[config.mk]
export PLATFORM = sky130hd
export DESIGN_NAME = priority_task_table_scheduler
export DESIGN_NICKNAME = d
export VERILOG_FILES = /design/src/sv/ptts_pkg.sv /design/src/sv/ptts_datapath.sv /design/src/sv/ptts_controller.sv /design/src/sv/priority_task_table_scheduler.sv
export SDC_FILE = /design/constraint.sdc
export NUM_CORES = 1
export LEC_CHECK = 0
export BUFFER_PORTS_ARGS = -buffer_cell sky130_fd_sc_hd__buf_2
export CAP_MARGIN = 10
export CORE_MARGIN = 8
export CORE_UTILIZATION = 55
export CTS_CLUSTER_DIAMETER = 120
export CTS_CLUSTER_SIZE = 25
export DETAILED_ROUTE_END_ITERATION = 8
export PLACE_DENSITY = 0.73
export RECOVER_POWER = 50
export SYNTH_ARGS = -nofsm -noshare
export SYNTH_HDL_FRONTEND = slang
export SYNTH_SLANG_ARGS = --single-unit
export TNS_END_PERCENT = 1
[constraint.sdc]
create_clock -name clk -period 7.5 [get_ports clk]
set_input_delay 0.375 -clock clk [delete_from_list [all_inputs] [get_ports clk]]
set_output_delay 0.375 -clock clk [all_outputs]
set_load 0.005 [all_outputs]
[src/sv/ptts_pkg.sv]
// Shared types and constants of the priority task table scheduler.
// Holds the item structs, mode codes, FSM states and the controller/datapath links.
// Depends on nothing; every other file of the block imports it.
package ptts_pkg;

	// Table geometry and derived widths.
	localparam int TABLE_DEPTH = 8;
	localparam int IDX_W = (TABLE_DEPTH > 1) ? $clog2(TABLE_DEPTH) : 1;
	localparam int CNT_W = $clog2(TABLE_DEPTH + 1);

	// A task with this priority is never selected.
	localparam logic [7:0] PRIO_NEVER = 8'hFF;

	// Operation codes carried in the mode field.
	typedef enum logic [2:0] {
		MODE_CREATE = 3'd0,
		MODE_REMOVE = 3'd1,
		MODE_PAUSE  = 3'd2,
		MODE_RESUME = 3'd3,
		MODE_SELECT = 3'd4,
		MODE_CHARGE = 3'd5
	} mode_t;

	// One request item.
	typedef struct packed {
		logic [2:0]  mode;
		logic [7:0]  task_id;
		logic [7:0]  task_priority;
		logic [2:0]  slot_index;
		logic [31:0] elapsed_ticks;
	} req_t;

	// One response item.
	typedef struct packed {
		logic        accepted;
		logic        found;
		logic [2:0]  chosen_slot;
		logic [7:0]  chosen_id;
		logic [7:0]  chosen_priority;
		logic [3:0]  entries_used;
		logic [31:0] run_total;
	} rsp_t;

	// Controller states.
	typedef enum logic [2:0] {
		ST_IDLE,
		ST_EXEC,
		ST_SCAN,
		ST_SHIFT,
		ST_DONE
	} state_t;

	// Commands from the controller to the datapath.
	typedef struct packed {
		logic capture;
		logic create;
		logic slot_op;
		logic remove_start;
		logic scan_init;
		logic scan_step;
		logic shift_step;
		logic shift_end;
		logic emit;
	} ctl_cmd_t;

	// Status from the datapath to the controller.
	typedef struct packed {
		logic [2:0]       mode;
		logic             slot_ok;
		logic             scan_more;
		logic             shift_more;
		logic             out_free;
		logic [CNT_W-1:0] used;
	} dp_stat_t;

endpackage

[src/sv/ptts_datapath.sv]
// Datapath of the priority task table scheduler: task table, scan and shift
// index, result registers and the response output register.
// Depends on ptts_pkg; driven by ptts_controller through ctl_cmd_t.
module ptts_datapath (
	input  logic              clk,
	input  logic              arst_n,
	input  ptts_pkg::req_t    req,
	input  ptts_pkg::ctl_cmd_t cmd,
	output ptts_pkg::dp_stat_t stat,
	output logic              rsp_valid,
	input  logic              rsp_stall,
	output ptts_pkg::rsp_t    rsp
);
	import ptts_pkg::*;

	// Task table.
	logic [7:0]  ids_q     [TABLE_DEPTH];
	logic [7:0]  prios_q   [TABLE_DEPTH];
	logic [31:0] times_q   [TABLE_DEPTH];
	logic        running_q [TABLE_DEPTH];
	logic [CNT_W-1:0] used_q;

	// Captured request, walk index and working result.
	req_t             req_q;
	logic [CNT_W-1:0] idx_q;
	logic [7:0]       best_q;
	rsp_t             res_q;
	rsp_t             rsp_q;
	rsp_t             rsp_d;
	logic             rsp_valid_q;

	logic [CNT_W-1:0] idx_next;
	logic [IDX_W-1:0] slot_idx;
	logic [IDX_W-1:0] used_idx;
	logic [IDX_W-1:0] walk_idx;
	logic [IDX_W-1:0] rd_addr;
	logic [7:0]       rd_id;
	logic [7:0]       rd_prio;
	logic [31:0]      rd_time;
	logic             rd_run;
	logic [31:0]      charged;
	logic             slot_ok;
	logic             has_room;
	logic             is_charge;
	logic             better;

	// Index arithmetic and the single table read port.
	always_comb begin
		idx_next  = idx_q + 1'b1;
		slot_idx  = IDX_W'(req_q.slot_index);
		used_idx  = used_q[IDX_W-1:0];
		walk_idx  = idx_q[IDX_W-1:0];
		slot_ok   = 32'(req_q.slot_index) < 32'(used_q);
		has_room  = 32'(used_q) < TABLE_DEPTH;
		is_charge = req_q.mode == MODE_CHARGE;
		if (cmd.shift_step) begin
			rd_addr = idx_next[IDX_W-1:0];
		end else if (cmd.scan_step) begin
			rd_addr = walk_idx;
		end else begin
			rd_addr = slot_idx;
		end
		rd_id   = ids_q[rd_addr];
		rd_prio = prios_q[rd_addr];
		rd_time = times_q[rd_addr];
		rd_run  = running_q[rd_addr];
		charged = rd_time + req_q.elapsed_ticks;
		better  = rd_run && (rd_prio < best_q);
	end

	// Status toward the controller.
	always_comb begin
		stat.mode       = req_q.mode;
		stat.slot_ok    = slot_ok;
		stat.scan_more  = idx_q < used_q;
		stat.shift_more = idx_next < used_q;
		stat.out_free   = !rsp_valid_q || !rsp_stall;
		stat.used       = used_q;
	end

	// Table payload: append on create, update on charge, move down on shift.
	always_ff @(posedge clk) begin
		if (cmd.create && has_room) begin
			ids_q[used_idx]   <= req_q.task_id;
			prios_q[used_idx] <= req_q.task_priority;
			times_q[used_idx] <= '0;
		end
		if (cmd.slot_op && slot_ok && is_charge) begin
			times_q[slot_idx] <= charged;
		end
		if (cmd.shift_step) begin
			ids_q[walk_idx]   <= rd_id;
			prios_q[walk_idx] <= rd_prio;
			times_q[walk_idx] <= rd_time;
		end
	end

	// Run flags and fill count.
	always_ff @(posedge clk or negedge arst_n) begin
		if (!arst_n) begin
			for (int i = 0; i < TABLE_DEPTH; i++) begin
				running_q[i] <= 1'b0;
			end
			used_q <= '0;
		end else begin
			if (cmd.create && has_room) begin
				running_q[used_idx] <= 1'b1;
				used_q              <= used_q + 1'b1;
			end
			if (cmd.slot_op && slot_ok && !is_charge) begin
				running_q[slot_idx] <= req_q.mode == MODE_RESUME;
			end
			if (cmd.shift_step) begin
				running_q[walk_idx] <= rd_run;
			end
			if (cmd.shift_end) begin
				running_q[walk_idx] <= 1'b0;
				used_q              <= used_q - 1'b1;
			end
		end
	end

	// Walk index over the table for select and remove.
	always_ff @(posedge clk or negedge arst_n) begin
		if (!arst_n) begin
			idx_q <= '0;
		end else if (cmd.remove_start) begin
			idx_q <= CNT_W'(req_q.slot_index);
		end else if (cmd.scan_init) begin
			idx_q <= '0;
		end else if (cmd.scan_step || cmd.shift_step) begin
			idx_q <= idx_next;
		end
	end

	// Request capture and working result.
	always_ff @(posedge clk) begin
		if (cmd.capture) begin
			req_q  <= req;
			res_q  <= '0;
			best_q <= PRIO_NEVER;
		end
		if (cmd.create) begin
			res_q.accepted <= has_room;
		end
		if (cmd.slot_op && slot_ok) begin
			res_q.accepted  <= 1'b1;
			res_q.run_total <= is_charge ? charged : rd_time;
		end
		if (cmd.remove_start) begin
			res_q.accepted  <= 1'b1;
			res_q.run_total <= rd_time;
		end
		if (cmd.scan_init) begin
			res_q.accepted <= 1'b1;
		end
		if (cmd.scan_step && better) begin
			best_q                <= rd_prio;
			res_q.found           <= 1'b1;
			res_q.chosen_slot     <= 3'(walk_idx);
			res_q.chosen_id       <= rd_id;
			res_q.chosen_priority <= rd_prio;
			res_q.run_total       <= rd_time;
		end
	end

	// Finished result; the entry count is taken after the operation settles.
	always_comb begin
		rsp_d              = res_q;
		rsp_d.entries_used = 4'(used_q);
	end

	// Response register.
	always_ff @(posedge clk) begin
		if (cmd.emit) begin
			rsp_q <= rsp_d;
		end
	end

	always_ff @(posedge clk or negedge arst_n) begin
		if (!arst_n) begin
			rsp_valid_q <= 1'b0;
		end else if (cmd.emit) begin
			rsp_valid_q <= 1'b1;
		end else if (!rsp_stall) begin
			rsp_valid_q <= 1'b0;
		end
	end

	assign rsp_valid = rsp_valid_q;
	assign rsp       = rsp_q;

endmodule

[src/sv/ptts_controller.sv]
// Controller of the priority task table scheduler: one state machine that
// sequences each item's table work and hands the result to the output register.
// Depends on ptts_pkg; drives ptts_datapath through ctl_cmd_t.
module ptts_controller (
	input  logic               clk,
	input  logic               arst_n,
	input  logic               req_valid,
	input  ptts_pkg::dp_stat_t stat,
	output ptts_pkg::ctl_cmd_t cmd,
	output logic               idle
);
	import ptts_pkg::*;

	state_t state_q;
	state_t state_next;

	// State register.
	always_ff @(posedge clk or negedge arst_n) begin
		if (!arst_n) begin
			state_q <= ST_IDLE;
		end else begin
			state_q <= state_next;
		end
	end

	// Next state and datapath commands.
	always_comb begin
		state_next = state_q;
		cmd        = '0;
		idle       = 1'b0;
		unique case (state_q)
			ST_IDLE: begin
				idle = 1'b1;
				if (req_valid) begin
					cmd.capture = 1'b1;
					state_next  = ST_EXEC;
				end
			end
			ST_EXEC: begin
				state_next = ST_DONE;
				case (stat.mode)
					MODE_CREATE: begin
						cmd.create = 1'b1;
					end
					MODE_REMOVE: begin
						if (stat.slot_ok) begin
							cmd.remove_start = 1'b1;
							state_next       = ST_SHIFT;
						end
					end
					MODE_PAUSE, MODE_RESUME, MODE_CHARGE: begin
						cmd.slot_op = 1'b1;
					end
					MODE_SELECT: begin
						cmd.scan_init = 1'b1;
						state_next    = ST_SCAN;
					end
					default: begin
						// Unknown modes leave the cleared result as it is.
					end
				endcase
			end
			ST_SCAN: begin
				if (stat.scan_more) begin
					cmd.scan_step = 1'b1;
				end else begin
					state_next = ST_DONE;
				end
			end
			ST_SHIFT: begin
				if (stat.shift_more) begin
					cmd.shift_step = 1'b1;
				end else begin
					cmd.shift_end = 1'b1;
					state_next    = ST_DONE;
				end
			end
			ST_DONE: begin
				if (stat.out_free) begin
					cmd.emit   = 1'b1;
					state_next = ST_IDLE;
				end
			end
			default: begin
				state_next = ST_IDLE;
			end
		endcase
	end

endmodule

[src/sv/priority_task_table_scheduler.sv]
// Top level of the priority task table scheduler.
// Joins ptts_controller and ptts_datapath; depends on ptts_pkg.
//
// Usage: requests enter on req/req_valid/req_stall, responses leave on
// rsp/rsp_valid/rsp_stall; an item moves at a clock edge with valid high and
// stall low. Every request item yields exactly one response item.
// The block works on one request at a time; req_stall is low only while the
// controller is idle. Create, pause, resume, charge and unknown modes pass
// through the exec state straight to the done state, which loads the response
// register. Select walks the used entries one per cycle in the scan state.
// Remove moves the later entries down one per cycle in the shift state;
// a remove on a bad slot goes straight from exec to done. The next request
// can be accepted in the cycle after the response is loaded.
// The response register holds a finished item while rsp_stall is high; the
// controller waits with the next result until that register is free.
// Reset clears the fill count, the run flags, the controller state and the
// response valid flag; the table payload is written before it is ever read.
module priority_task_table_scheduler (
	input  logic           clk,
	input  logic           arst_n,
	input  logic           req_valid,
	output logic           req_stall,
	input  ptts_pkg::req_t req,
	output logic           rsp_valid,
	input  logic           rsp_stall,
	output ptts_pkg::rsp_t rsp
);
	import ptts_pkg::*;

	ctl_cmd_t cmd;
	dp_stat_t stat;
	logic     idle;

	ptts_controller u_ctl (
		.clk       (clk),
		.arst_n    (arst_n),
		.req_valid (req_valid),
		.stat      (stat),
		.cmd       (cmd),
		.idle      (idle)
	);

	ptts_datapath u_dp (
		.clk       (clk),
		.arst_n    (arst_n),
		.req       (req),
		.cmd       (cmd),
		.stat      (stat),
		.rsp_valid (rsp_valid),
		.rsp_stall (rsp_stall),
		.rsp       (rsp)
	);

	// Requests are taken only while the controller is idle.
	assign req_stall = !idle;

`ifndef SYNTHESIS
	// The fill count never passes the table depth.
	a_used_bound: assert property (@(posedge clk) disable iff (!arst_n)
		32'(stat.used) <= TABLE_DEPTH)
		else $error("table fill count above depth");

	// An accepted request blocks further requests in the next cycle.
	a_one_at_a_time: assert property (@(posedge clk) disable iff (!arst_n)
		(req_valid && !req_stall) |=> req_stall)
		else $error("request accepted while another is in work");

	// A found task always comes with an accepted response.
	a_found_accepted: assert property (@(posedge clk) disable iff (!arst_n)
		(rsp_valid && rsp.found) |-> rsp.accepted)
		else $error("found without accepted");

	// A task with the never-run priority is never chosen.
	a_never_prio: assert property (@(posedge clk) disable iff (!arst_n)
		(rsp_valid && rsp.found) |-> (rsp.chosen_priority != PRIO_NEVER))
		else $error("task with never-run priority chosen");
`endif

endmodule

==> reports/summary.json, run 1 <==
{
  "outcome": {
    "run_status": "finished with violations",
    "failed_checks": "capacitance limit, slew limit"
  },
  "cts": {
    "clk-insertion-delay-late_ns": 0.60,
    "tritoncts": "built",
    "cts.root.buffer_cell": "clkbuf_16",
    "cts_setup_buffers": 0,
    "post_cts_resized": 0,
    "numClockSinks": 576,
    "clk_transition_reported_paths_ns": 0.10,
    "htree_num_levels": 1,
    "clk_path_buf_depth": 3,
    "cts_made_buffers": 27
  },
  "timing": {
    "setup-violations-final": 0,
    "setup_tns_ns": 0,
    "max_clock_freq_mhz": 143,
    "timing_worst_slew_pin_value_ns": 3.44,
    "rsz_0062_raised_after_global_routing": "no",
    "fin_skew_ns": 0.0306,
    "number_of_pins_with_negative_max_slew_slack_in_the_final_report": 174,
    "post-route-worst-setup-slack_ns": 0.494,
    "min_period_ns": 7.01,
    "post-route-period-util": 0.934,
    "max_slew_margin": -1.29,
    "hold_viol": 0
  },
  "worst_setup_path": {
    "crit_chain": "nand3_1 > xnor2_1 > ha_1 > nor3_1 > a22oi_1 > nor2_1 > clkbuf_1 > nand2_1 > o21a_1 > and3_1 > clkbuf_2",
    "top_fanout_value_on_the_critical_path": 57,
    "worst_setup_path_end_kind": "flop",
    "worst-setup-path-type": "reg -> reg",
    "critical_path.slowest_cell": "clkbuf_1",
    "critical-path-top-delay-family": "buffers and inverters",
    "cp_num_buf_inv": 2,
    "timing.critical_path.slowest_cell_delay_ns": 2.38,
    "worstPathArrival_ns": 7.12,
    "required_time_at_the_worst_slack_endpoint_ns": 7.62,
    "critical_path.startpoint_type": "flop",
    "regToRegSetupSlack_ns": 0.49
  },
  "cells_and_area": {
    "antenna-diode-count": 0,
    "postLayoutCellArea_um2": 27500,
    "synthToLayoutAreaGrowth_pct": 10.6,
    "layout_commonest_cell": "edfxtp_1",
    "commonest_cells_after_routing_fill_and_taps_aside": "554 x edfxtp_1, 510 x nand2_1, 237 x nand3_1",
    "nets": 2281,
    "fillCellCount": 3464,
    "post_layout_nonfiller_instances": 2788,
    "final_layout_size_suffix_gt1_frac": 0.0740
  },
  "logic_synthesis": {
    "synth_cells": 2018,
    "synth-async-reset-ratio": 0.0347,
    "postSynth.topFlopCell": "edfxtp_1",
    "ys_types": 66,
    "synth.yosys.seq_area_share": 0.691,
    "synth.avg_cell_area_um2": 12.3,
    "synth_enable_flop_cells": 554,
    "yosys_warnings": 0,
    "mappedNetlistArea_um2": 24900,
    "ys_seq_elements": 576,
    "synth_nets": 2131
  },
  "grt": {
    "grt_pass1_wl_um": 91600,
    "grt_use_total": 0.221,
    "number_of_antenna_violations_at_the_first_check_in_global_routing": 0,
    "pin_count_of_the_biggest_net_entering_global_routing": 112,
    "grt-ovfl-total": 0,
    "first_global_vias": 15796
  },
  "placement": {
    "place_congestion": 0.900,
    "placement.setup.worst_slack_ns": 0.695,
    "placedInstanceArea_um2": 26300,
    "dp_hpwl_um": 36600,
    "port_buffers": 116,
    "placed_cells_incl_taps": 2684
  },
  "routing": {
    "route.antenna.remaining_nets": 0,
    "drt_iter0_markers": 1775,
    "routed-via-count": 16366,
    "dr.pass1.iters": 5,
    "vias_per_cell": 5.87,
    "wire_per_inst_um": 21.3,
    "drc_errors": 0,
    "route.final.wire_length_um": 59400
  },
  "power": {
    "power_per_cell_area_nw_per_um2": 427,
    "power_leakage_nw": 10.5,
    "worst_ir_drop_vdd_mv": 0.389
  },
  "die": {
    "design.portCount": 117,
    "core_area_um2": 45000,
    "dieHeight_um": 229,
    "row_count": 78,
    "chip_width_um": 229,
    "initial_core_util": 0.552,
    "dieArea_um2": 52200
  },
  "min_path": {
    "holdCritPathClass": "in -> reg"
  },
  "job": {
    "max_cap_viols": 4
  }
}
area by class of cell:
type | instances | area [µm²] | share of cell area
sequential | 576 | 17200 | 0.625
multi-input combinational | 1305 | 7190 | 0.261
timing repair buffer | 226 | 1480 | 0.0538
clock buffer | 48 | 754 | 0.0274
tap | 600 | 751 | 0.0273
inverter | 32 | 120 | 0.00437
clock inverter | 1 | 30.0 | 0.00109
metrics by stage:
stage / hold slack (ns) / util / power (mW)
floorplan: 0.0794 / - / 8.30
global placement: 0.369 / 0.585 / 9.94
detailed placement: 0.371 / 0.585 / 10.1
CTS: 0.0410 / 0.615 / 11.7
global route: 0.0347 / 0.611 / 12.5
finish: 0.0335 / 0.611 / 11.7
power breakdown:
group / switching (mW) / internal [mW] / total [mW] / leakage, nW
clock: 0.947 / 0.694 / 1.64 / 0.369
combinational: 3.81 / 1.91 / 5.72 / 4.56
sequential: 0.232 / 4.15 / 4.38 / 5.60
worst register-to-register path, stage by stage (launching register included):
cell	delay [ns]
dfrtp_1	0.75
nand3_1	0.29
xnor2_1	0.19
ha_1	0.20
nor3_1	0.26
a22oi_1	0.17
nor2_1	0.37
clkbuf_1	2.38
nand2_1	0.64
o21a_1	0.32
and3_1	0.27
clkbuf_2	0.64
timing repair:
item,in CTS,in global routing
endpoints found under the hold margin,74,0
hold buffers,55,0
setup endpoints to repair,0,0
path summary, 6_finish.rpt:
path | from | to | cells after the start
setup / recovery | u_dp.idx_q[2] | u_dp.times_q[7][20] | 11
hold / removal | rsp_stall | u_dp.rsp_valid | 3
setup reg to reg | u_dp.idx_q[2] | u_dp.times_q[7][20] | 11
hold reg to reg | u_dp.res_q[17] | u_dp.rsp[17] | 0
max in group asynchronous | arst_n | u_dp.running_q[3] | 2
min in group asynchronous | arst_n | u_dp.idx_q[0] | 2
flip-flops by register name, summed over array words and instances (netlist names):
signal,flops
u_dp.used_q,4
u_dp.stat,3
u_dp.ids_q,64
u_dp.slot_idx,3
u_dp.res_q,53
u_dp.rsp_valid,1
u_dp.req_q,48
u_dp.best_q,8
u_dp.prios_q,64
u_dp.times_q,256
u_dp.idx_q,4
u_ctl.state_q,3
u_dp.rsp,57
u_dp.running_q,8
synthesized netlist by cell type, drive strengths merged, types with 7 or more instances:
| library cell | instances | share of area |
|---|---|---|
| nor2 | 54 | 0.0082 |
| nand3 | 237 | 0.048 |
| nor3 | 24 | 0.0048 |
| mux2i | 14 | 0.0061 |
| xor2 | 14 | 0.0049 |
| and2 | 22 | 0.0055 |
| inv | 32 | 0.0048 |
| a22o | 19 | 0.0067 |
| a211oi | 7 | 0.0023 |
| nand2 | 510 | 0.077 |
| o21ai | 85 | 0.017 |
| o21bai | 7 | 0.0021 |
| a21o | 62 | 0.019 |
| xnor2 | 15 | 0.0053 |
| nor2b | 12 | 0.0030 |
| ha | 53 | 0.027 |
| clkbuf | 85 | 0.013 |
| buf | 20 | 0.0040 |
| nand2b | 14 | 0.0035 |
| a21oi | 51 | 0.010 |
| a31oi | 8 | 0.0020 |
| o21a | 8 | 0.0024 |
| edfxtp | 554 | 0.67 |
| dfrtp | 20 | 0.020 |
kinds of logic (layout without fill, tap and decap cells):
kind of cell               Yosys count  in the layout  share of synthesized area
xor gates and xnor gates            29             29                     0.0102
and+or+nand+nor                    908            908                      0.160
muxes                               24             24                     0.0125
DFF                                576            576                      0.691
buffers and inverters              137            307                     0.0216
adders and majority gates           55             55                     0.0283
AOI/OAI and AO/OA                  289            289                     0.0763
routing by layer:
layer  vias up  share of wire  GRT usage
met4         0          0.017     0.0503
met3        70          0.082     0.0316
met2       673           0.47      0.359
met5         -              0          0
li1       7605              -          -
met1      8018           0.43      0.316
Note: power is estimated with default switching activity, not from simulation.
==> inputs of run 2 (changes only) <==
--- a/config.mk
+++ b/config.mk
@@ -12,7 +12,7 @@
 export CTS_CLUSTER_DIAMETER = 120
 export CTS_CLUSTER_SIZE = 25
 export DETAILED_ROUTE_END_ITERATION = 8
-export PLACE_DENSITY = 0.73
+export PLACE_DENSITY = 0.75
 export RECOVER_POWER = 50
 export SYNTH_ARGS = -nofsm -noshare
 export SYNTH_HDL_FRONTEND = slang
==> constraint.sdc (replaced) <==
create_clock -name clk -period 6.1 [get_ports clk]
set_input_delay 0.305 -clock clk [delete_from_list [all_inputs] [get_ports clk]]
set_output_delay 0.305 -clock clk [all_outputs]
set_load 0.005 [all_outputs]
==> reports/summary.json, run 2 (same netlist as run 1, synthesis figures left out) <==
{
  "outcome": {
    "run_status": "finished with violations",
    "failed_checks": "capacitance limit, slew limit"
  },
  "placement": {
    "dp_hpwl": {"value": 39700, "unit": "µm", "change": "+8.4%"},
    "placement.setup.worst_slack": {"value": -0.0156, "unit": "ns", "change": "-0.711 ns"},
    "placedInstanceArea": {"value": 26800, "unit": "µm²", "change": "+1.9%"},
    "port_buffers": {"value": 116, "change": "unchanged"},
    "place_congestion": {"value": 0.925, "change": "+2.8%"}
  },
  "power": {
    "p_int": {"value": 8.80, "unit": "mW", "change": "+30%"},
    "power_frac_comb": {"value": 0.517, "change": "+0.030"},
    "power.net_switching": {"value": 6.37, "unit": "mW", "change": "+28%"},
    "worst_ir_drop_vdd": {"value": 0.415, "unit": "mV", "change": "+6.6%"},
    "portion_of_total_power_attributed_to_the_clock_network": {"value": 0.133, "change": "-0.007"},
    "power_per_cell_area": {"value": 539, "unit": "nW/µm²", "change": "+26%"},
    "power_switching_share": {"value": 0.420, "change": "-0.00484"},
    "seq_power_share": {"value": 0.350, "change": "-0.023"},
    "post-layout-total-power": {"value": 15.2, "unit": "mW", "change": "+29%"},
    "power_leakage": {"value": 10.9, "unit": "nW", "change": "+3.3%"}
  },
  "worst_setup_path": {
    "timing.critical_path.slowest_cell_delay": {"value": 0.43, "unit": "ns", "change": "-1.95 ns"},
    "worst_setup_path_end_kind": "flop",
    "worstPathArrival": {"value": 6.14, "unit": "ns", "change": "-0.98 ns"},
    "critical_path.startpoint_type": "flop",
    "worst_r2r_dst": "u_dp.times_q[6][27]",
    "critPathMostFrequentCell": "buf_4",
    "worstSetupStartpoint": "u_dp.idx_q[0]",
    "worst-setup-path-type": "reg -> reg",
    "regToRegSetupSlack": {"value": 0.26, "unit": "ns", "change": "-0.23 ns"},
    "critical_path.reg2reg.startpoint": "u_dp.idx_q[0]",
    "required_time_at_the_worst_slack_endpoint": {"value": 6.40, "unit": "ns", "change": "-1.22 ns"},
    "critical-path-top-delay-family": "compound AO/OA/AOI/OAI gates",
    "critical_path.slowest_cell": "dfrtp_1",
    "top_fanout_value_on_the_critical_path": {"value": 32, "change": "-44%"},
    "cp_num_buf_inv": {"value": 5, "change": "+3"},
    "reg2reg_depth": {"value": 27, "change": "+16"}
  },
  "timing": {
    "fin_skew": {"value": 0.0279, "unit": "ns", "change": "-0.00269 ns"},
    "post-route-period-util": {"value": 0.957, "change": "+0.0227"},
    "setup_tns": {"value": 0, "unit": "ns", "change": "unchanged"},
    "hold_viol": {"value": 0, "change": "unchanged"},
    "max_slew_margin": {"value": -0.501, "change": "+0.793"},
    "max_clock_freq": {"value": 171, "unit": "MHz", "change": "+20%"},
    "post-route-worst-setup-slack": {"value": 0.263, "unit": "ns", "change": "-0.231 ns"},
    "number_of_pins_with_negative_max_slew_slack_in_the_final_report": {"value": 142, "change": "-18%"},
    "timing_worst_slew_pin_value": {"value": 2.25, "unit": "ns", "change": "-1.19 ns"},
    "min_period": {"value": 5.84, "unit": "ns", "change": "-1.17 ns"},
    "setup-violations-final": {"value": 0, "change": "unchanged"}
  },
  "cells_and_area": {
    "biggestRegsByFlops": "u_dp.times_q: 256 flops, u_dp.ids_q: 64 flops, u_dp.prios_q: 64 flops",
    "largest_register_ffs": {"value": 256, "change": "unchanged"},
    "postLayoutCellArea": {"value": 28200, "unit": "µm²", "change": "+2.4%"},
    "largest_register": "u_dp.times_q",
    "nets": {"value": 2340, "change": "+2.6%"},
    "area_taken_by_multi_input_logic_gates": {"value": 7290, "unit": "µm²", "change": "+1.5%"},
    "layout_commonest_cell": "edfxtp_1",
    "final_layout_size_suffix_gt1_frac": {"value": 0.106, "change": "+0.0319"},
    "fillCellCount": {"value": 3289, "change": "-5.1%"},
    "seq_area": {"value": 17200, "unit": "µm²", "change": "unchanged"},
    "commonest_cells_after_routing_fill_and_taps_aside": "554 x edfxtp_1, 509 x nand2_1, 237 x nand3_1",
    "antenna-diode-count": {"value": 0, "change": "unchanged"},
    "synthToLayoutAreaGrowth_pct": 13.3
  },
  "cts": {
    "clk_transition_reported_paths": {"value": 0.09, "unit": "ns", "change": "about the same"},
    "numClockSinks": {"value": 576, "change": "unchanged"},
    "clk_path_buf_depth": {"value": 3, "change": "unchanged"},
    "clk-insertion-delay-late": {"value": 0.59, "unit": "ns", "change": "about the same"},
    "cts.root.buffer_cell": "clkbuf_16",
    "tritoncts": "built",
    "htree_num_levels": {"value": 1, "change": "unchanged"},
    "cts_made_buffers": {"value": 27, "change": "unchanged"}
  },
  "grt": {
    "pin_count_of_the_biggest_net_entering_global_routing": {"value": 43, "change": "-62%"},
    "grt_pass1_wl": {"value": 93700, "unit": "µm", "change": "+2.3%"},
    "grt-ovfl-total": {"value": 0, "change": "unchanged"},
    "first_global_vias": {"value": 16350, "change": "+3.5%"},
    "number_of_antenna_violations_at_the_first_check_in_global_routing": {"value": 1, "change": "+1"},
    "grt_use_total": {"value": 0.226, "change": "+0.00522"}
  },
  "die": {
    "row_count": {"value": 78, "change": "unchanged"},
    "dieHeight": {"value": 229, "unit": "µm", "change": "unchanged"},
    "chip_width": {"value": 229, "unit": "µm", "change": "unchanged"},
    "dieArea": {"value": 52200, "unit": "µm²", "change": "unchanged"},
    "design.portCount": {"value": 117, "change": "unchanged"},
    "core_area": {"value": 45000, "unit": "µm²", "change": "unchanged"},
    "initial_core_util": {"value": 0.552, "change": "unchanged"}
  },
  "routing": {
    "route.final.wire_length": {"value": 61300, "unit": "µm", "change": "+3.2%"},
    "dr.pass1.iters": {"value": 8, "change": "+3"},
    "wire_per_inst": {"value": 21.5, "unit": "µm", "change": "+1.0%"},
    "drc_errors": {"value": 0, "change": "unchanged"},
    "routed-via-count": {"value": 16813, "change": "+2.7%"},
    "vias_per_cell": {"value": 5.91, "change": "+0.60%"},
    "route.antenna.remaining_nets": {"value": 0, "change": "unchanged"},
    "drt_iter0_markers": {"value": 1812, "change": "+2.1%"}
  },
  "min_path": {
    "worst_hold_path.num_cells": {"value": 3, "change": "unchanged"},
    "holdCritPathClass": "in -> reg",
    "hold_path_origin": "req_valid",
    "hold-path-endpoint": "u_dp.res_q[55]"
  },
  "job": {
    "max_cap_viols": {"value": 4, "change": "unchanged"}
  }
}
-- run 2: cell types whose count changed in the layout (fill, tap and decap cells not counted), sizes merged --
cell	change
inv	+1
buf	+63
clkbuf	-5
clkinv	-1
dlygate4sd3	+1
-- run 2: power by group through the flow --
stage	clock [mW]	sequential (mW)	combinational, mW
2_1_floorplan	0	5.31	4.89
3_3_place_gp	0	5.37	7.41
3_5_place_dp	0	5.38	7.58
4_1_cts	2.05	5.29	7.66
5_1_grt	2.16	5.35	8.59
6_report	2.02	5.31	7.84
-- run 2: layer usage --
metal  GRT usage  part of all wire  vias up
li1            -                 -     7721
met1       0.325              0.42     8151
met2       0.356              0.46      827
met3      0.0364             0.094      114
met4      0.0634             0.027        0
met5           0                 0        -
-- run 2: worst max-delay path by stage --
| stage | to | slack, ns | depth (start not counted) |
|---|---|---|---|
| after floorplan | u_dp.times_q[0][31] | 0.06 | 24 |
| after global placement | u_dp.times_q[4][30] | 0.18 | 25 |
| after detailed placement | u_dp.times_q[4][31] | -0.02 | 26 |
| after CTS | u_dp.times_q[4][30] | 0.01 | 25 |
| after global routing | u_dp.times_q[4][30] | -0.0004 | 26 |
| final | u_dp.times_q[6][27] | 0.26 | 27 |
-- run 2: per-stage QoR --
step | util | hold WS (ns) | cells
after global routing | 0.626 | 0.146 | 2847
final | 0.626 | 0.136 | 2847
after global placement | 0.597 | 0.281 | 2739
after floorplan | - | 0.00941 | 2018
after detailed placement | 0.597 | 0.292 | 2739
after CTS | 0.627 | 0.133 | 2844
-- run 2: tightest hold or removal path: stages --
cell and delay [ns]:
buf_2 0.10, nand2_1 0.16, a21o_1 0.14
-- run 2: timing repair --
action                                 4_1_cts  5_1_grt
hold buffers                                56        0
endpoints found under the hold margin       75        0
buffers inserted                             0        3
setup endpoints to repair                   16      166
gates resized for setup                      2       25
pin swaps                                    0        5
-- run 2: cell type report --
| class | instances | share of cell area |
|---|---|---|
| Clock buffer | 48 | 0.0269 |
| Tap cell | 600 | 0.0267 |
| Clock inverter | 1 | 0.00107 |
| Inverter | 32 | 0.00427 |
| Sequential cell | 576 | 0.610 |
| Timing Repair Buffer | 285 | 0.0721 |
| Multi-Input combinational cell | 1305 | 0.259 |
